$ cat src/rtl/icdc_pkg.sv
// ----------------------------------------------------------------------------
// icdc_pkg
// Shared widths, limits and status types of the two-wire bus clock divider
// calculator.
// ----------------------------------------------------------------------------
package icdc_pkg;

  // operand and quotient width
  localparam int DIV_W   = 32;
  localparam int STEP_W  = $clog2(DIV_W);
  // base count is the quotient halved once
  localparam int CNT_W   = DIV_W - 1;

  // prescaled count limit and exponent limit
  localparam int           PCNT_W    = 8;
  localparam int           EXP_W     = 3;
  localparam logic [7:0]   COUNT_MAX = 8'hFF;
  localparam logic [2:0]   EXP_MAX   = 3'h7;

  // result field widths
  localparam int LOW_W   = 7;
  localparam int HIGH_W  = 8;

  // status codes
  localparam logic STATUS_OK  = 1'b0;
  localparam logic STATUS_ERR = 1'b1;

  // status of a multi-cycle unit toward the controller
  typedef struct packed {
    logic busy;
    logic done;
  } unit_stat_t;

endpackage

$ cat src/rtl/icdc_req_if.sv
// ----------------------------------------------------------------------------
// icdc_req_if
// Request channel: bus clock and target clock frequencies, valid/ready.
// ----------------------------------------------------------------------------
interface icdc_req_if;
  logic        valid;
  logic        ready;
  logic [31:0] bus_clock_hz;
  logic [31:0] target_clock_hz;

  modport source (output valid, output bus_clock_hz, output target_clock_hz,
                  input ready);
  modport sink   (input valid, input bus_clock_hz, input target_clock_hz,
                  output ready);
endinterface

$ cat src/rtl/icdc_rsp_if.sv
// ----------------------------------------------------------------------------
// icdc_rsp_if
// Result channel: status and clock waveform settings, valid/ready.
// ----------------------------------------------------------------------------
interface icdc_rsp_if;
  logic       valid;
  logic       ready;
  logic       status;
  logic [6:0] low_count;
  logic [7:0] high_count;
  logic [7:0] start_stop_hold;
  logic       data_hold;
  logic [2:0] prescale_exponent;

  modport source (output valid, output status, output low_count,
                  output high_count, output start_stop_hold,
                  output data_hold, output prescale_exponent, input ready);
  modport sink   (input valid, input status, input low_count,
                  input high_count, input start_stop_hold,
                  input data_hold, input prescale_exponent, output ready);
endinterface

$ cat src/rtl/icdc_div.sv
// ----------------------------------------------------------------------------
// icdc_div
// Bit-serial restoring divider: one quotient bit per cycle.
// ----------------------------------------------------------------------------
module icdc_div (
  input  logic                       clk,
  input  logic                       rst,
  input  logic                       start,
  input  logic [icdc_pkg::DIV_W-1:0] dividend,
  input  logic [icdc_pkg::DIV_W-1:0] divisor,
  output logic [icdc_pkg::DIV_W-1:0] quotient,
  output icdc_pkg::unit_stat_t       stat
);
  import icdc_pkg::*;

  logic [DIV_W-1:0]  quo;
  logic [DIV_W-1:0]  rem;
  logic [DIV_W-1:0]  dvs;
  logic [STEP_W-1:0] cnt;
  logic              busy;
  logic              done;

  logic [DIV_W+1:0]  diff;
  logic              qbit;
  logic [DIV_W-1:0]  rem_next;

  // trial subtract of the shifted partial remainder
  always_comb begin
    diff     = {1'b0, rem, quo[DIV_W-1]} - {2'b00, dvs};
    qbit     = ~diff[DIV_W+1];
    rem_next = qbit ? diff[DIV_W-1:0] : {rem[DIV_W-2:0], quo[DIV_W-1]};
  end

  // dividend shifts out the top as quotient bits shift in the bottom
  always_ff @(posedge clk) begin
    if (rst) begin
      busy <= 1'b0;
      done <= 1'b0;
      cnt  <= '0;
    end else begin
      done <= 1'b0;
      if (start) begin
        quo  <= dividend;
        rem  <= '0;
        dvs  <= divisor;
        cnt  <= '0;
        busy <= 1'b1;
      end else if (busy) begin
        quo <= {quo[DIV_W-2:0], qbit};
        rem <= rem_next;
        cnt <= cnt + 1'b1;
        if (cnt == STEP_W'(DIV_W - 1)) begin
          busy <= 1'b0;
          done <= 1'b1;
        end
      end
    end
  end

  assign quotient  = quo;
  assign stat.busy = busy;
  assign stat.done = done;

endmodule

$ cat src/rtl/icdc_scale.sv
// ----------------------------------------------------------------------------
// icdc_scale
// Prescaler search: halves the base count one step a cycle until it fits
// in 8 bits, counting the exponent; flags overflow past the top exponent.
// ----------------------------------------------------------------------------
module icdc_scale (
  input  logic                        clk,
  input  logic                        rst,
  input  logic                        start,
  input  logic [icdc_pkg::DIV_W-1:0]  quotient,
  output logic                        err,
  output logic [icdc_pkg::PCNT_W-1:0] pcount,
  output logic [icdc_pkg::EXP_W-1:0]  exponent,
  output icdc_pkg::unit_stat_t        stat
);
  import icdc_pkg::*;

  logic [CNT_W-1:0] count;
  logic [EXP_W-1:0] exp_q;
  logic             busy;
  logic             done;
  logic             fits;

  assign fits = ~|count[CNT_W-1:PCNT_W];

  // one halving per cycle
  always_ff @(posedge clk) begin
    if (rst) begin
      busy <= 1'b0;
      done <= 1'b0;
      err  <= 1'b0;
    end else begin
      done <= 1'b0;
      if (start) begin
        count <= quotient[DIV_W-1:1];
        exp_q <= '0;
        err   <= 1'b0;
        busy  <= 1'b1;
      end else if (busy) begin
        if (fits) begin
          busy <= 1'b0;
          done <= 1'b1;
        end else if (exp_q == EXP_MAX) begin
          // count still too wide after the last halving allowed
          err  <= 1'b1;
          busy <= 1'b0;
          done <= 1'b1;
        end else begin
          count <= {1'b0, count[CNT_W-1:1]};
          exp_q <= exp_q + 1'b1;
        end
      end
    end
  end

  assign pcount    = count[PCNT_W-1:0];
  assign exponent  = exp_q;
  assign stat.busy = busy;
  assign stat.done = done;

endmodule

$ cat src/rtl/i2c_clock_divider_calc.sv
// ----------------------------------------------------------------------------
// i2c_clock_divider_calc
// Two-wire bus clock divider calculator: bus and target frequency in,
// low/high periods, start/stop hold and prescaler exponent out.
// ----------------------------------------------------------------------------
// One request is worked on at a time. After acceptance a request runs
// through the bit-serial divider forming bus/target, then the prescaler
// search, which halves the count once per cycle, then hands off to the
// output register. A zero target skips both units and goes straight to the
// hold state, where it yields an error result. A result still waiting in
// the output register holds off the load of the next one. The output
// register decouples the result channel, so a new request is taken as soon
// as the previous result has been moved there. Error results carry status
// 1 and all other fields zero; data_hold is always zero.
// ----------------------------------------------------------------------------
module i2c_clock_divider_calc (
  input  logic       clk,
  input  logic       rst,
  icdc_req_if.sink   req,
  icdc_rsp_if.source rsp
);
  import icdc_pkg::*;

  typedef enum logic [1:0] {
    ST_IDLE,
    ST_DIV,
    ST_SCALE,
    ST_HOLD
  } state_t;

  state_t           state;
  logic             zero_tgt;
  logic             accept;
  logic             div_start;
  logic [DIV_W-1:0] quotient;
  unit_stat_t       div_stat;
  logic             scale_err;
  logic [PCNT_W-1:0] pcount;
  logic [EXP_W-1:0] exponent;
  unit_stat_t       scale_stat;
  logic             res_err;
  logic             out_load;

  assign req.ready = (state == ST_IDLE);
  assign accept    = req.valid & req.ready;
  assign div_start = accept & (req.target_clock_hz != '0);
  assign res_err   = zero_tgt | scale_err;
  assign out_load  = (state == ST_HOLD) & (~rsp.valid | rsp.ready);

  icdc_div u_div (
    .clk      (clk),
    .rst      (rst),
    .start    (div_start),
    .dividend (req.bus_clock_hz),
    .divisor  (req.target_clock_hz),
    .quotient (quotient),
    .stat     (div_stat)
  );

  icdc_scale u_scale (
    .clk      (clk),
    .rst      (rst),
    .start    (div_stat.done),
    .quotient (quotient),
    .err      (scale_err),
    .pcount   (pcount),
    .exponent (exponent),
    .stat     (scale_stat)
  );

  // control sequence and output register
  always_ff @(posedge clk) begin
    if (rst) begin
      state     <= ST_IDLE;
      zero_tgt  <= 1'b0;
      rsp.valid <= 1'b0;
    end else begin
      if (rsp.valid && rsp.ready && !out_load) begin
        rsp.valid <= 1'b0;
      end
      case (state)
        ST_IDLE: begin
          if (accept) begin
            zero_tgt <= (req.target_clock_hz == '0);
            state    <= (req.target_clock_hz == '0) ? ST_HOLD : ST_DIV;
          end
        end
        ST_DIV: begin
          if (div_stat.done) begin
            state <= ST_SCALE;
          end
        end
        ST_SCALE: begin
          if (scale_stat.done) begin
            state <= ST_HOLD;
          end
        end
        ST_HOLD: begin
          if (out_load) begin
            rsp.valid <= 1'b1;
            rsp.data_hold <= 1'b0;
            if (res_err) begin
              rsp.status            <= STATUS_ERR;
              rsp.low_count         <= '0;
              rsp.high_count        <= '0;
              rsp.start_stop_hold   <= '0;
              rsp.prescale_exponent <= '0;
            end else begin
              rsp.status            <= STATUS_OK;
              rsp.low_count         <= pcount[PCNT_W-1:1];
              rsp.high_count        <= pcount - {1'b0, pcount[PCNT_W-1:1]};
              rsp.start_stop_hold   <= pcount;
              rsp.prescale_exponent <= exponent;
            end
            state <= ST_IDLE;
          end
        end
        default: begin
          state <= ST_IDLE;
        end
      endcase
    end
  end

  // divider completes only while the controller waits on it
  a_div_done_state: assert property (@(posedge clk) disable iff (rst)
    div_stat.done |-> (state == ST_DIV))
    else $error("divider done outside divide phase");

  // a new request is only taken with both units quiet
  a_ready_idle_units: assert property (@(posedge clk) disable iff (rst)
    req.ready |-> (!div_stat.busy && !scale_stat.busy))
    else $error("request ready while a unit is busy");

  // error results carry no settings
  a_err_zero_fields: assert property (@(posedge clk) disable iff (rst)
    (rsp.valid && rsp.status == STATUS_ERR) |->
      (rsp.start_stop_hold == '0 && rsp.prescale_exponent == '0 &&
       rsp.low_count == '0 && rsp.high_count == '0))
    else $error("error result with nonzero fields");

  // low and high periods add up to the prescaled count
  a_ok_split: assert property (@(posedge clk) disable iff (rst)
    (rsp.valid && rsp.status == STATUS_OK) |->
      ((PCNT_W'(rsp.low_count) + rsp.high_count) == rsp.start_stop_hold))
    else $error("low/high split does not match count");

endmodule

$ cat src/flat_wrapper.sv
// flat-port wrapper written by rule: the top's interface ports become plain ports
module i2c_clock_divider_calc_flat import icdc_pkg::*;
  (clk, rst, req_valid, req_bus_clock_hz, req_target_clock_hz, req_ready, rsp_valid, rsp_status, rsp_low_count, rsp_high_count, rsp_start_stop_hold, rsp_data_hold, rsp_prescale_exponent, rsp_ready);
  icdc_req_if req_i ();
  icdc_rsp_if rsp_i ();
  input  logic clk;
  input  logic rst;
  input wire logic [$bits(req_i.valid)-1:0] req_valid;
  input wire logic [$bits(req_i.bus_clock_hz)-1:0] req_bus_clock_hz;
  input wire logic [$bits(req_i.target_clock_hz)-1:0] req_target_clock_hz;
  output wire logic [$bits(req_i.ready)-1:0] req_ready;
  output wire logic [$bits(rsp_i.valid)-1:0] rsp_valid;
  output wire logic [$bits(rsp_i.status)-1:0] rsp_status;
  output wire logic [$bits(rsp_i.low_count)-1:0] rsp_low_count;
  output wire logic [$bits(rsp_i.high_count)-1:0] rsp_high_count;
  output wire logic [$bits(rsp_i.start_stop_hold)-1:0] rsp_start_stop_hold;
  output wire logic [$bits(rsp_i.data_hold)-1:0] rsp_data_hold;
  output wire logic [$bits(rsp_i.prescale_exponent)-1:0] rsp_prescale_exponent;
  input wire logic [$bits(rsp_i.ready)-1:0] rsp_ready;
  assign req_i.valid = req_valid;
  assign req_i.bus_clock_hz = req_bus_clock_hz;
  assign req_i.target_clock_hz = req_target_clock_hz;
  assign req_ready = req_i.ready;
  assign rsp_valid = rsp_i.valid;
  assign rsp_status = rsp_i.status;
  assign rsp_low_count = rsp_i.low_count;
  assign rsp_high_count = rsp_i.high_count;
  assign rsp_start_stop_hold = rsp_i.start_stop_hold;
  assign rsp_data_hold = rsp_i.data_hold;
  assign rsp_prescale_exponent = rsp_i.prescale_exponent;
  assign rsp_i.ready = rsp_ready;
  i2c_clock_divider_calc u_core (.clk(clk), .rst(rst), .req(req_i), .rsp(rsp_i));
endmodule
$ cat config.mk
export PLATFORM = sky130hd
export DESIGN_NAME = i2c_clock_divider_calc_flat
export DESIGN_NICKNAME = d
export VERILOG_FILES = /design/src/rtl/icdc_pkg.sv /design/src/rtl/icdc_req_if.sv /design/src/rtl/icdc_rsp_if.sv /design/src/rtl/icdc_div.sv /design/src/rtl/icdc_scale.sv /design/src/rtl/i2c_clock_divider_calc.sv /design/src/flat_wrapper.sv
export SDC_FILE = /design/constraint.sdc
export NUM_CORES = 1
export LEC_CHECK = 0
export BUFFER_PORTS_ARGS = -buffer_cell sky130_fd_sc_hd__buf_2
export CELL_PAD_IN_SITES_DETAIL_PLACEMENT = 1
export CELL_PAD_IN_SITES_GLOBAL_PLACEMENT = 2
export CORE_MARGIN = 2
export CORE_UTILIZATION = 43
export CTS_CLUSTER_SIZE = 25
export DETAILED_ROUTE_END_ITERATION = 10
export HOLD_SLACK_MARGIN = 0.03
export PLACE_DENSITY_LB_ADDON = 0.1
export RECOVER_POWER = 25
export REMOVE_ABC_BUFFERS = 1
export SETUP_SLACK_MARGIN = 0.15
export SLEW_MARGIN = 20
export SYNTH_ARGS = -nofsm -noshare
export SYNTH_HDL_FRONTEND = slang
export SYNTH_SLANG_ARGS = --single-unit
export TNS_END_PERCENT = 10
$ cat constraint.sdc
create_clock -name clk -period 13.1 [get_ports clk]
set_clock_uncertainty 0.05 [all_clocks]
set_input_delay 1.31 -clock clk [delete_from_list [all_inputs] [get_ports clk]]
set_output_delay 1.31 -clock clk [all_outputs]
set_load 0.1 [all_outputs]
# [Yosys cells after proc, flatten, opt, wreduce, memory -nomap -nowiden]
# Index checks and enable logic that the tools add are counted.
[word_totals] regBits=171 output_inout_bits=30 word_cells=95
[classes] n_addsub=4 eq_ne=10 n_mux=31 bitwise_logic=10 n_reduce_logical=21
[ops] op="two-way mux 32 bit" n=4
[ops] op="two-way mux 31 bit" n=4
[ops] op="subtractor 33 x 32 -> 34 bit" n=1
[ops] op="zero test 32 bit" n=1
[ops] op="nonzero test 32 bit" n=1
[ops] op="OR reduction 23 bit" n=1
[ops] op="two-way mux 1 bit" n=14
[ops] op="two-way mux 2 bit" n=5
[ops] op="two-way mux 3 bit" n=3
[ops] op="case mux 2 bit (4 select lines)" n=1
[ops] op="AND reduction 4 bit" n=2
[ops] op="subtractor 8 x 7 -> 8 bit" n=1
[ops] op="!= test 2 bit, second input constant" n=3
[ops] op="AND reduction 2 bit" n=3
[ops] op="AND reduction 3 bit" n=2
[ops] op="nonzero test 2 bit" n=3
[ops] op="OR reduction 3 bit" n=2
[ops] op="adder 5 x 1 -> 5 bit, second input constant" n=1
[ops] op="equality test 5 bit, second input constant" n=1
[ops] op="NOT 1 bit" n=5
[ops] op="equality test 2 bit, second input constant" n=2
[ops] op="!= test 2 x 1 -> 1 bit, second input constant" n=2
[ops] op="OR reduction 2 bit" n=2
[ops] op="adder 3 x 1 -> 3 bit, second input constant" n=1
[ops] op="7 further kinds" n=11

# [Logic depth before layout (Yosys ltp)]
# Gate-level depths: netlist of the first run.
[depth] word_depth=8 ltp_mapped=14

# [Modules after synthesis]
# From an unflattened synthesis of the first run, not the netlist that was laid out.
[hier_totals] cells_unflattened=771 area_unflattened_um2=9115.0
[by_module_without_submodules] mod="icdc_div" instances=1 cells_each=524 area_per_inst_um2=5928.2
[by_module_without_submodules] mod="icdc_scale" instances=1 cells_each=107 area_per_inst_um2=1737.9
[by_module_without_submodules] mod="i2c_clock_divider_calc" instances=1 cells_each=140 area_per_inst_um2=1448.9

# [Worst setup path after synthesis of the first run]
# No wires, ideal clock.
[synth_timing] path_kind="reg-to-reg" from="reg u_core.state[0]" to="reg u_core.u_div.quo[0], in the netlist u_core.u_div.quotient[0] (enable)" setup_time_ps=486 arrival_ps=5129 required_ps=12564 path_slack_ps=7435 stages_incl_launch_ff=8 n_path_buf=1 period_less_slack_ps=5665 cell_sequence="dfxtp_1 inv_1 ha_1 nand2_1 nor2_1 clkbuf_1 nor2_1 nor2_1"
[synth_between] elab_chain_len=5
[synth_rtl] element="from (decl)" line="i2c_clock_divider_calc.sv:31" rtl="state_t state;"
[synth_rtl] element="from (signal assigned)" line="i2c_clock_divider_calc.sv:85" rtl="state <= (req.target_clock_hz == '0) ? ST_HOLD : ST_DIV;"
[synth_rtl] element="zero test 2 bit" line="i2c_clock_divider_calc.sv:44" rtl="assign req.ready = (state == ST_IDLE);"
[synth_rtl] element="net req_ready" line="flat_wrapper.sv:11" rtl="output wire logic [$bits(req_i.ready)-1:0] req_ready;"
[synth_rtl] element="AND 1 bit" line="i2c_clock_divider_calc.sv:45" rtl="assign accept = req.valid & req.ready;"
[synth_rtl] element="AND 1 bit" line="i2c_clock_divider_calc.sv:46" rtl="assign div_start = accept & (req.target_clock_hz != '0);"
[synth_rtl] element="nonzero test 2 bit (no line)"
[synth_rtl] element="AND reduction 2 bit (no line)"
[synth_rtl] element="to (signal assigned)" line="icdc_div.sv:43" rtl="quo <= dividend;"
[synth_rtl] element="to (signal assigned)" line="icdc_div.sv:49" rtl="quo <= {quo[DIV_W-2:0], qbit};"
[synth_rtl] element="to (decl)" line="icdc_div.sv:16" rtl="logic [DIV_W-1:0] quo;"
# The timed path passes the listed nets, and every way through them passes these cells.
# A chain may end at the register's enable or synchronous reset.

# [Final worst setup path of the first run]
[layout_timing] from="reg u_core.u_div.dvs[6]" to="reg u_core.u_div.rem[27] (data pin)"
[layout_between] elab_chain_len=3
[layout_rtl] element="from (decl)" line="icdc_div.sv:18" rtl="logic [DIV_W-1:0] dvs;"
[layout_rtl] element="from (signal assigned)" line="icdc_div.sv:45" rtl="dvs <= divisor;"
[layout_rtl] element="subtractor 33 x 32 -> 34 bit" line="icdc_div.sv:29" rtl="diff = {1'b0, rem, quo[DIV_W-1]} - {2'b00, dvs};"
[layout_rtl] element="two-way mux 32 bit" line="icdc_div.sv:31" rtl="rem_next = qbit ? diff[DIV_W-1:0] : {rem[DIV_W-2:0], quo[DIV_W-1]};"
[layout_rtl] element="two-way mux 32 bit" line="icdc_div.sv:48" rtl="end else if (busy) begin"
[layout_rtl] element="to (signal assigned)" line="icdc_div.sv:50" rtl="rem <= rem_next;"
[layout_rtl] element="to (decl)" line="icdc_div.sv:17" rtl="logic [DIV_W-1:0] rem;"
# No other way between the ends. The select of a mux whose other input is x is not followed.

==> results_dict.tcl, run 1 <==
set metrics [dict create \
    power_w 0.00196 \
    final_nets 949 \
    worstSetupStartpointType "register" \
    wl_per_cell_um 18.5 \
    synth_cells 744 \
    share_comb_of_total_power_pct 35.2 \
    endpoint_kind "register" \
    cts_made_buffers 17 \
    antenna_left 0 \
    critPathMaxFanout 39 \
    ys_seq_elements 164 \
    clkPwrFrac_pct 27.4 \
    drt_iter0_drc 273 \
    synth_top_area_cell "edfxtp_1" \
    worstPathArrival_ps 4440 \
    power-per-cell-area_mw_per_mm2 194 \
    overflow 0 \
    grtUsageTotal_pct 19.9 \
    drc 0 \
    cts_setup_buffers 0 \
    violations "capacitance limit, slew limit" \
    n_fill_cell 2158 \
    post_dp_cell_area_sq_mm 0.00948 \
    cellInternalPower_w 0.00126 \
    fmax_mhz 236 \
    die_area_sq_mm 0.0215 \
    final_common_cell "edfxtp_1" \
    layout_common_cells "edfxtp_1, nor2_1, buf_2" \
    ys_seq_area_share_pct 54.6 \
    grt_pass1_wl_mm 33.8 \
    avgSynthCellArea_sq_um 11.8 \
    first_global_vias 6347 \
    cts.hold.buffers_added 0 \
    worstSetupPathType "register to register" \
    power.switching_w 0.000700 \
    worst_pin_slew_ps 2080 \
    status "finished, violations left" \
    cts-root-buf "clkbuf_16" \
    yosysUniqueCellTypes 58 \
    finalNonFillerCells 1115 \
    yosys_warnings 0 \
    slew_violations 45 \
    min_path_type "register to register" \
    num_io_pins 98 \
    drive_above_1_share_pct 21.1 \
    start_util_pct 43.6 \
    clock_path_buffers 2 \
    antenna_found_initial 1 \
    tns_ps 0 \
    port_buffers 96 \
    core_area_sq_mm 0.0201 \
    cp_data_required_time_ps 13300 \
    finalHoldViolations 0 \
    multi_input_area_sq_mm 0.00362 \
    hpwlAfterDp_mm 14.8 \
    area_growth_pct 15.0 \
    grt_max_degree 56 \
    gp_congestion 0.892 \
    drv_cap 1 \
    avgViaCountPerCell 5.37 \
    setup_viol 0 \
    synth-main-ff-cell "edfxtp_1" \
    drt-total-wl_mm 20.6 \
    async_reset_ff_share_pct 0 \
    fp.dieW_um 147 \
    peakVddDrop_v 0.0000947 \
    cts_tree "done" \
    rsz0062_at_grt "false" \
    slew_headroom_pct -38.7 \
    syn_area_sq_mm 0.00876 \
    drt_pass1_iterations 4 \
    cts.sinks 164 \
    post-route-min-period_ps 4240 \
    path_clk_slew_ps 70 \
    seq_area_sq_mm 0.00478 \
    htreeDepth 4 \
    clk_latency_ps 430 \
    p_seq_share_pct 37.4 \
    switching_share_pct 35.7 \
    core.rowCount 52 \
    die_h_um 147 \
    synth_top_area_share_pct 51.4 \
    ctsResizeCount 0 \
    p_leak_nw 3.95 \
    num_vias 5993 \
    final_cell_area_sq_mm 0.0101 \
    yosys-top-cells-area "edfxtp_1, mux2_2, ha_1, nor2_1, dfxtp_1" \
    fin_crit_sh_pct 32.3 \
    synth_edf_count 150 \
    dp_cells 1082 \
]
-- power by group through the flow --
stage | Sequential [W] | Combinational [W] | Clock, W
finish | 0.000733 | 0.000689 | 0.000536
floorplan | 0.000750 | 0.000503 | 0
global route | 0.000741 | 0.000764 | 0.000569
CTS | 0.000734 | 0.000693 | 0.000547
detailed placement | 0.000744 | 0.000687 | 0
global placement | 0.000743 | 0.000668 | 0
-- cell type report --
type                       instances  area share [%]
clock buffer                      19            4.30
inverter                          57            2.12
tap                              270            3.35
clock inverter                    13            1.84
antenna                            1          0.0249
multi-input combinational        489            35.9
timing repair buffer             102            4.91
sequential                       164            47.5
-- critical path: stages (launching register included) --
cell and delay, ps:
edfxtp_1 380, inv_1 80, ha_1 370, a21o_1 200
o21bai_1 180, o41ai_4 170, o21ai_2 200, a41oi_2 270
o41ai_2 560, a221o_2 920, o21ai_0 390, o22ai_1 270
-- cell families after synthesis --
family	share of synthesized area (%)
xor+xnor	3.20
simple gates	9.38
flops	54.6
compound gates	11.5
other cells	0.0428
fa+ha+maj	7.31
mux	9.58
buf+inv	4.40
-- flip-flops by register name (all words and copies together), names as in the netlist --
register	cells
u_core.rsp.high_count	8
u_core.rsp.low_count	1
u_core.rsp.prescale_exponent	3
u_core.rsp.start_stop_hold	7
u_core.rsp.status	1
u_core.rsp.valid	1
u_core.state	2
u_core.u_div.busy	1
u_core.u_div.cnt	5
u_core.u_div.done	1
u_core.u_div.dvs	32
u_core.u_div.quotient	32
u_core.u_div.rem	32
u_core.u_scale.busy	1
u_core.u_scale.count	31
u_core.u_scale.done	1
u_core.u_scale.err	1
u_core.u_scale.exponent	3
u_core.zero_tgt	1
-- cells in the mapped netlist, drive strengths merged, types with 5 or more instances --
| library cell | number |
|---|---|
| mux2i | 22 |
| a31oi | 5 |
| ha | 48 |
| o21a | 9 |
| nand4 | 11 |
| nor2 | 78 |
| nor2b | 8 |
| xor2 | 15 |
| nor4 | 13 |
| a21oi | 39 |
| dfxtp | 14 |
| o21ai | 36 |
| mux2 | 55 |
| a21o | 19 |
| xnor2 | 17 |
| inv | 56 |
| nor3 | 6 |
| edfxtp | 150 |
| clkbuf | 20 |
| a211oi | 11 |
| nand2 | 39 |
| buf | 14 |
-- per-layer routing --
| layer | GRT usage (%) | share of wire, % | vias to the layer above |
|---|---|---|---|
| li1 | - | - | 2911 |
| met1 | 26.2 | 46 | 2931 |
| met2 | 33.1 | 49 | 123 |
| met3 | 4.63 | 3.7 | 28 |
| met4 | 5.83 | 1.6 | 0 |
| met5 | 0 | 0 | - |
-- worst paths after layout --
check	startpoint	end	slack (ps)	cells past startpoint
hold reg to reg	u_core.u_scale.busy	u_core.u_scale.done	410	2
setup reg to reg	u_core.u_div.dvs[6]	u_core.u_div.rem[27]	8860	11
hold / removal	u_core.u_scale.busy	u_core.u_scale.done	410	2
setup / recovery	u_core.u_div.dvs[6]	u_core.u_div.rem[27]	8860	11
-- per-stage QoR --
step / hold slack, ps / utilization (%) / setup slack [ps]
after floorplan: 375 / - / 5730
after global placement: 385 / 47.2 / 8450
after detailed placement: 398 / 47.2 / 8350
after CTS: 408 / 50.2 / 8820
after global routing: 439 / 50.1 / 8580
final: 409 / 50.1 / 8860
(Power assumes the default switching activity.)
==> run 2: changes to the inputs <==
- CORE_UTILIZATION: 43 -> 36
- clock period: 13.1 -> 3.49 ns (I/O delays scaled with it)
==> results_dict.tcl, run 2 (synthesized netlist as in run 1, its figures left out) <==
set metrics [dict create \
    status "finished clean" \
    antenna_found_initial 1 \
    min_path_type "primary input to register" \
    worstReg2RegEnd "u_core.u_div.rem[3]" \
    startpoint "u_core.u_div.rem[0]" \
    path_clk_slew_ps 80 \
    drt_iter0_drc 273 \
    clock_path_buffers 2 \
    share_comb_of_total_power_pct 36.8 \
    path_buf_inv 1 \
    cts-root-buf "clkbuf_16" \
    power-per-cell-area_mw_per_mm2 714 \
    overflow 0 \
    drc 0 \
    fp.dieW_um 160 \
    clkPwrFrac_pct 26.3 \
    ff2ff_path_depth 11 \
    drt_pass1_iterations 4 \
    max_stage_delay_ps 470 \
    critPathMaxFanout 16 \
    critPathTopFamily "compound AO/OA/AOI/OAI gates" \
    grtUsageTotal_pct 17.3 \
    gp_congestion 0.816 \
    cp_data_required_time_ps 3610 \
    cts_made_buffers 17 \
    cp_cell_sequence "ha_1 -> nor2b_2 -> o31a_1 -> o41ai_4 -> o21ai_2 -> a41oi_4 -> o41ai_4 -> a221o_2 -> buf_12 -> mux2i_1 -> nor2_1" \
    cts.sinks 164 \
    hpwlAfterDp_mm 15.1 \
    port_buffers 96 \
    die_h_um 160 \
    cts_tree "done" \
    p_seq_share_pct 36.9 \
    slew_violations 0 \
    power.switching_w 0.00275 \
    post-route-min-period_ps 3280 \
    wl_per_cell_um 17.9 \
    die_area_sq_mm 0.0256 \
    cp_slowest_cell "a221o_2" \
    final_cell_area_sq_mm 0.0104 \
    core.rowCount 57 \
    worstPathArrival_ps 3400 \
    setup_viol 0 \
    worstSetupPathType "register to register" \
    area_growth_pct 18.3 \
    first_global_vias 6610 \
    peakVddDrop_v 0.000233 \
    tns_ps 0 \
    clk_latency_ps 440 \
    hold_start "req_target_clock_hz[15]" \
    min_to "u_core.u_div.dvs[15]" \
    final_nets 965 \
    post_dp_cell_area_sq_mm 0.00964 \
    htreeDepth 4 \
    worst_pin_slew_ps 1320 \
    power_w 0.00740 \
    worstSetupStartpointType "register" \
    fin_crit_sh_pct 94.1 \
    core_area_sq_mm 0.0241 \
    min_path_cells 1 \
    rsz0062_at_grt "true" \
    layout_common_cells "edfxtp_1, nor2_1, inv_1, buf_2, mux2_2" \
    fmax_mhz 305 \
    num_vias 6062 \
    cp_common_cell "o41ai_4" \
    slew_headroom_pct 11.9 \
    grt_max_degree 40 \
    drv_cap 0 \
    drt-total-wl_mm 21.2 \
    final_common_cell "edfxtp_1" \
    antenna_left 0 \
    r2r_start "u_core.u_div.rem[0]" \
    n_fill_cell 2645 \
    grt_pass1_wl_mm 35.3 \
    start_util_pct 36.3 \
    num_io_pins 98 \
    endpoint_kind "register" \
    finalHoldViolations 0 \
    switching_share_pct 37.1 \
    reg2reg_slack_ps 210 \
    cellInternalPower_w 0.00465 \
    avgViaCountPerCell 5.12 \
    p_leak_nw 4.01 \
    drive_above_1_share_pct 21.0 \
    diodes 0 \
    utilization_pct 43.0 \
]
## run 2: changes by cell type in the layout (fill, tap and decap cells not counted), sizes merged
cell,change
bufinv,-3
clkbuf,+17
diode,-1
buf,-6
clkinv,+5
dlygate4sd3,+3
## run 2: final cells by class
class / count / area, sq um / area share, %
clock inverter: 15 / 194 / 1.87
inverter: 57 / 214 / 2.06
tap: 324 / 405 / 3.91
clock buffer: 17 / 425 / 4.10
sequential: 164 / 4780 / 46.2
timing repair buffer: 118 / 648 / 6.25
multi-input combinational: 489 / 3690 / 35.6
## run 2: worst reg2reg max path, stage by stage, from the launching register on
cell and delay, ps:
edfxtp_1 440, ha_1 330, nor2b_2 170, o31a_1 340, o41ai_4 300, o21ai_2 130
a41oi_4 230, o41ai_4 140, a221o_2 470, buf_12 190, mux2i_1 180, nor2_1 50
## run 2: worst max-delay path by stage
stage,to,cells after the start
after floorplan,u_core.u_div.quotient[0],6
after global placement,u_core.u_div.rem[5],11
after detailed placement,u_core.u_div.rem[7],11
after CTS,u_core.u_div.rem[20],13
after global routing,u_core.u_div.rem[7],11
final,u_core.u_div.rem[3],11
## run 2: stage by stage
step,hold slack (ps),cells,setup slack [ps]
after floorplan,368,710,-3880
after global placement,391,1146,163
after detailed placement,404,1146,56.1
after CTS,30.1,1181,176
after global routing,35.2,1184,25.2
final,54.3,1184,207
## run 2: power by group through the flow
stage          combinational (W)  sequential, W  clock, W
2_1_floorplan            0.00189        0.00282         0
3_3_place_gp             0.00256        0.00277         0
3_5_place_dp             0.00264        0.00277         0
4_1_cts                  0.00269        0.00273   0.00200
5_1_grt                  0.00303        0.00277   0.00207
6_report                 0.00273        0.00273   0.00194
## run 2: what timing repair did
| action | CTS | global route |
|---|---|---|
| setup buffers | 0 | 2 |
| resized for setup | 2 | 14 |
| pin swaps | 2 | 4 |
| endpoints found under the hold margin | 3 | 0 |
| endpoints found under the setup margin | 25 | 29 |
| hold buffers | 3 | 0 |
## run 2: layer usage
metal,up-vias,wire length [um],share of wire (%),track usage [%]
li1,2946,-,-,-
met1,3003,9670,46,22.0
met2,89,10700,50,30.7
met3,22,621,2.9,3.17
met4,2,224,1.1,4.14
met5,-,11,0.052,0
==> run 3: changes to the inputs <==
- clock period: 3.49 -> 2.7 ns (I/O delays scaled with it)
==> results_dict.tcl, run 3 (synthesized netlist as in run 1, its figures left out) <==
set metrics [dict create \
    grt_max_degree 44 \
    fp.dieW_um 160 \
    critPathMaxFanout 11 \
    tns_ps -10360 \
    first_global_vias 7091 \
    drc 0 \
    cp_data_required_time_ps 2840 \
    peakVddDrop_v 0.000320 \
    port_buffers 96 \
    clock_path_buffers 2 \
    fmax_mhz 326 \
    finalHoldViolations 0 \
    power-per-cell-area_mw_per_mm2 912 \
    overflow 0 \
    max_stage_delay_ps 470 \
    slew_headroom_pct 22.0 \
    drt-total-wl_mm 22.8 \
    cp_slowest_cell "a221o_2" \
    p_leak_nw 4.52 \
    clk_latency_ps 450 \
    final_cell_area_sq_mm 0.0114 \
    path_clk_slew_ps 90 \
    cts.sinks 164 \
    post-route-min-period_ps 3060 \
    gp_congestion 0.840 \
    grt_pass1_wl_mm 37.5 \
    post_dp_cell_area_sq_mm 0.0103 \
    num_vias 6473 \
    layout_setup_ws_ps -365 \
    core.rowCount 57 \
    die_area_sq_mm 0.0256 \
    violations "setup timing" \
    start_util_pct 36.3 \
    antenna_found_initial 1 \
    worst_pin_slew_ps 1180 \
    wl_per_cell_um 17.7 \
    timing.hold.ws_ps 64.0 \
    cp_cell_sequence "ha_1 -> nor2b_4 -> o31a_1 -> o41ai_4 -> o21ai_2 -> a41oi_2 -> o41ai_2 -> a221o_2 -> buf_12 -> mux2i_1 -> nor2_1" \
    fin_crit_sh_pct 114 \
    utilization_pct 47.2 \
    worstPathArrival_ps 3200 \
    worstSetupPathType "register to register" \
    min_path_type "primary input to register" \
    drive_above_1_share_pct 28.7 \
    layout_common_cells "edfxtp_1, buf_4, nor2_1" \
    area_growth_pct 30.0 \
    drt_pass1_iterations 4 \
    antenna_left 0 \
    hpwlAfterDp_mm 16.3 \
    final_common_cell "edfxtp_1" \
    core_area_sq_mm 0.0241 \
    cts_made_buffers 17 \
    slew_violations 0 \
    htreeDepth 4 \
    num_io_pins 98 \
    diodes 0 \
    rsz0062_at_grt "true" \
    cts_tree "done" \
    die_h_um 160 \
    pre_cts_slack_ps -482 \
    drv_cap 0 \
    worstSetupStartpointType "register" \
    status "finished, violations left" \
    cts-root-buf "clkbuf_16" \
    ff2ff_path_depth 11 \
    setup_viol 33 \
    drt_iter0_drc 285 \
    avgViaCountPerCell 5.03 \
    grtUsageTotal_pct 18.6 \
    final_nets 1067 \
    endpoint_kind "register" \
    min_path_cells 2 \
]
run 3: cell types whose count changed in the layout (fill, tap and decap cells not counted), sizes merged:
cell         previous run  this run
buf                    73       149
dlygate4sd3             3        32
clkbuf                 59        56
inv                    64        61
clkinv                  8        10
clkinvlp                0         1
run 3: path summary, 6_finish.rpt:
check / from / to / slack [ps]
hold reg to reg: u_core.zero_tgt / u_core.zero_tgt / 430
setup reg to reg: u_core.u_div.rem[0] / u_core.u_div.rem[17] / -360
setup / recovery: u_core.u_div.rem[0] / u_core.u_div.rem[17] / -360
hold / removal: req_bus_clock_hz[21] / u_core.u_div.quotient[21] / 60
run 3: worst max-delay path, delay by kind of cell (launching register included):
kind	cells	cell delay (ps)
adders and majority gates	1	310
buffers and inverters	1	200
AOI/OAI and AO/OA	6	1500
and+or+nand+nor	2	190
DFF	1	400
muxes	1	170
run 3: final cells by class:
cell class              count  area [sq um]
clock buffers              17           425
clock inverters            15           190
fillers                  2645         12700
inverters                  57           214
multi-input cells         489          3800
flip-flops and latches    164          4780
well taps                 324           405
repair buffers            220          1560
run 3: power breakdown:
group / internal, W / switching [W] / total [W]
combinational: 0.00200 / 0.00235 / 0.00435
clock: 0.00126 / 0.00125 / 0.00251
sequential: 0.00332 / 0.000200 / 0.00352
run 3: stage by stage:
stage               total power, W  std cells
floorplan                  0.00608        710
global placement           0.00752       1219
detailed placement         0.00762       1219
CTS                         0.0103       1284
global route                0.0110       1286
finish                      0.0104       1286
run 3: timing repair:
item | in CTS | in global routing
gates resized for setup | 19 | 22
cloned | 1 | 0
pin swaps | 6 | 7
endpoints found under the hold margin | 32 | 0
buffers inserted | 0 | 2
setup endpoints to repair | 33 | 135
hold buffers | 32 | 0
run 3: per-layer routing:
layer,track usage [%],routed length [um]
met1,23.5,10300
met2,32.2,11500
met3,3.48,606
met4,5.81,402
met5,0,11
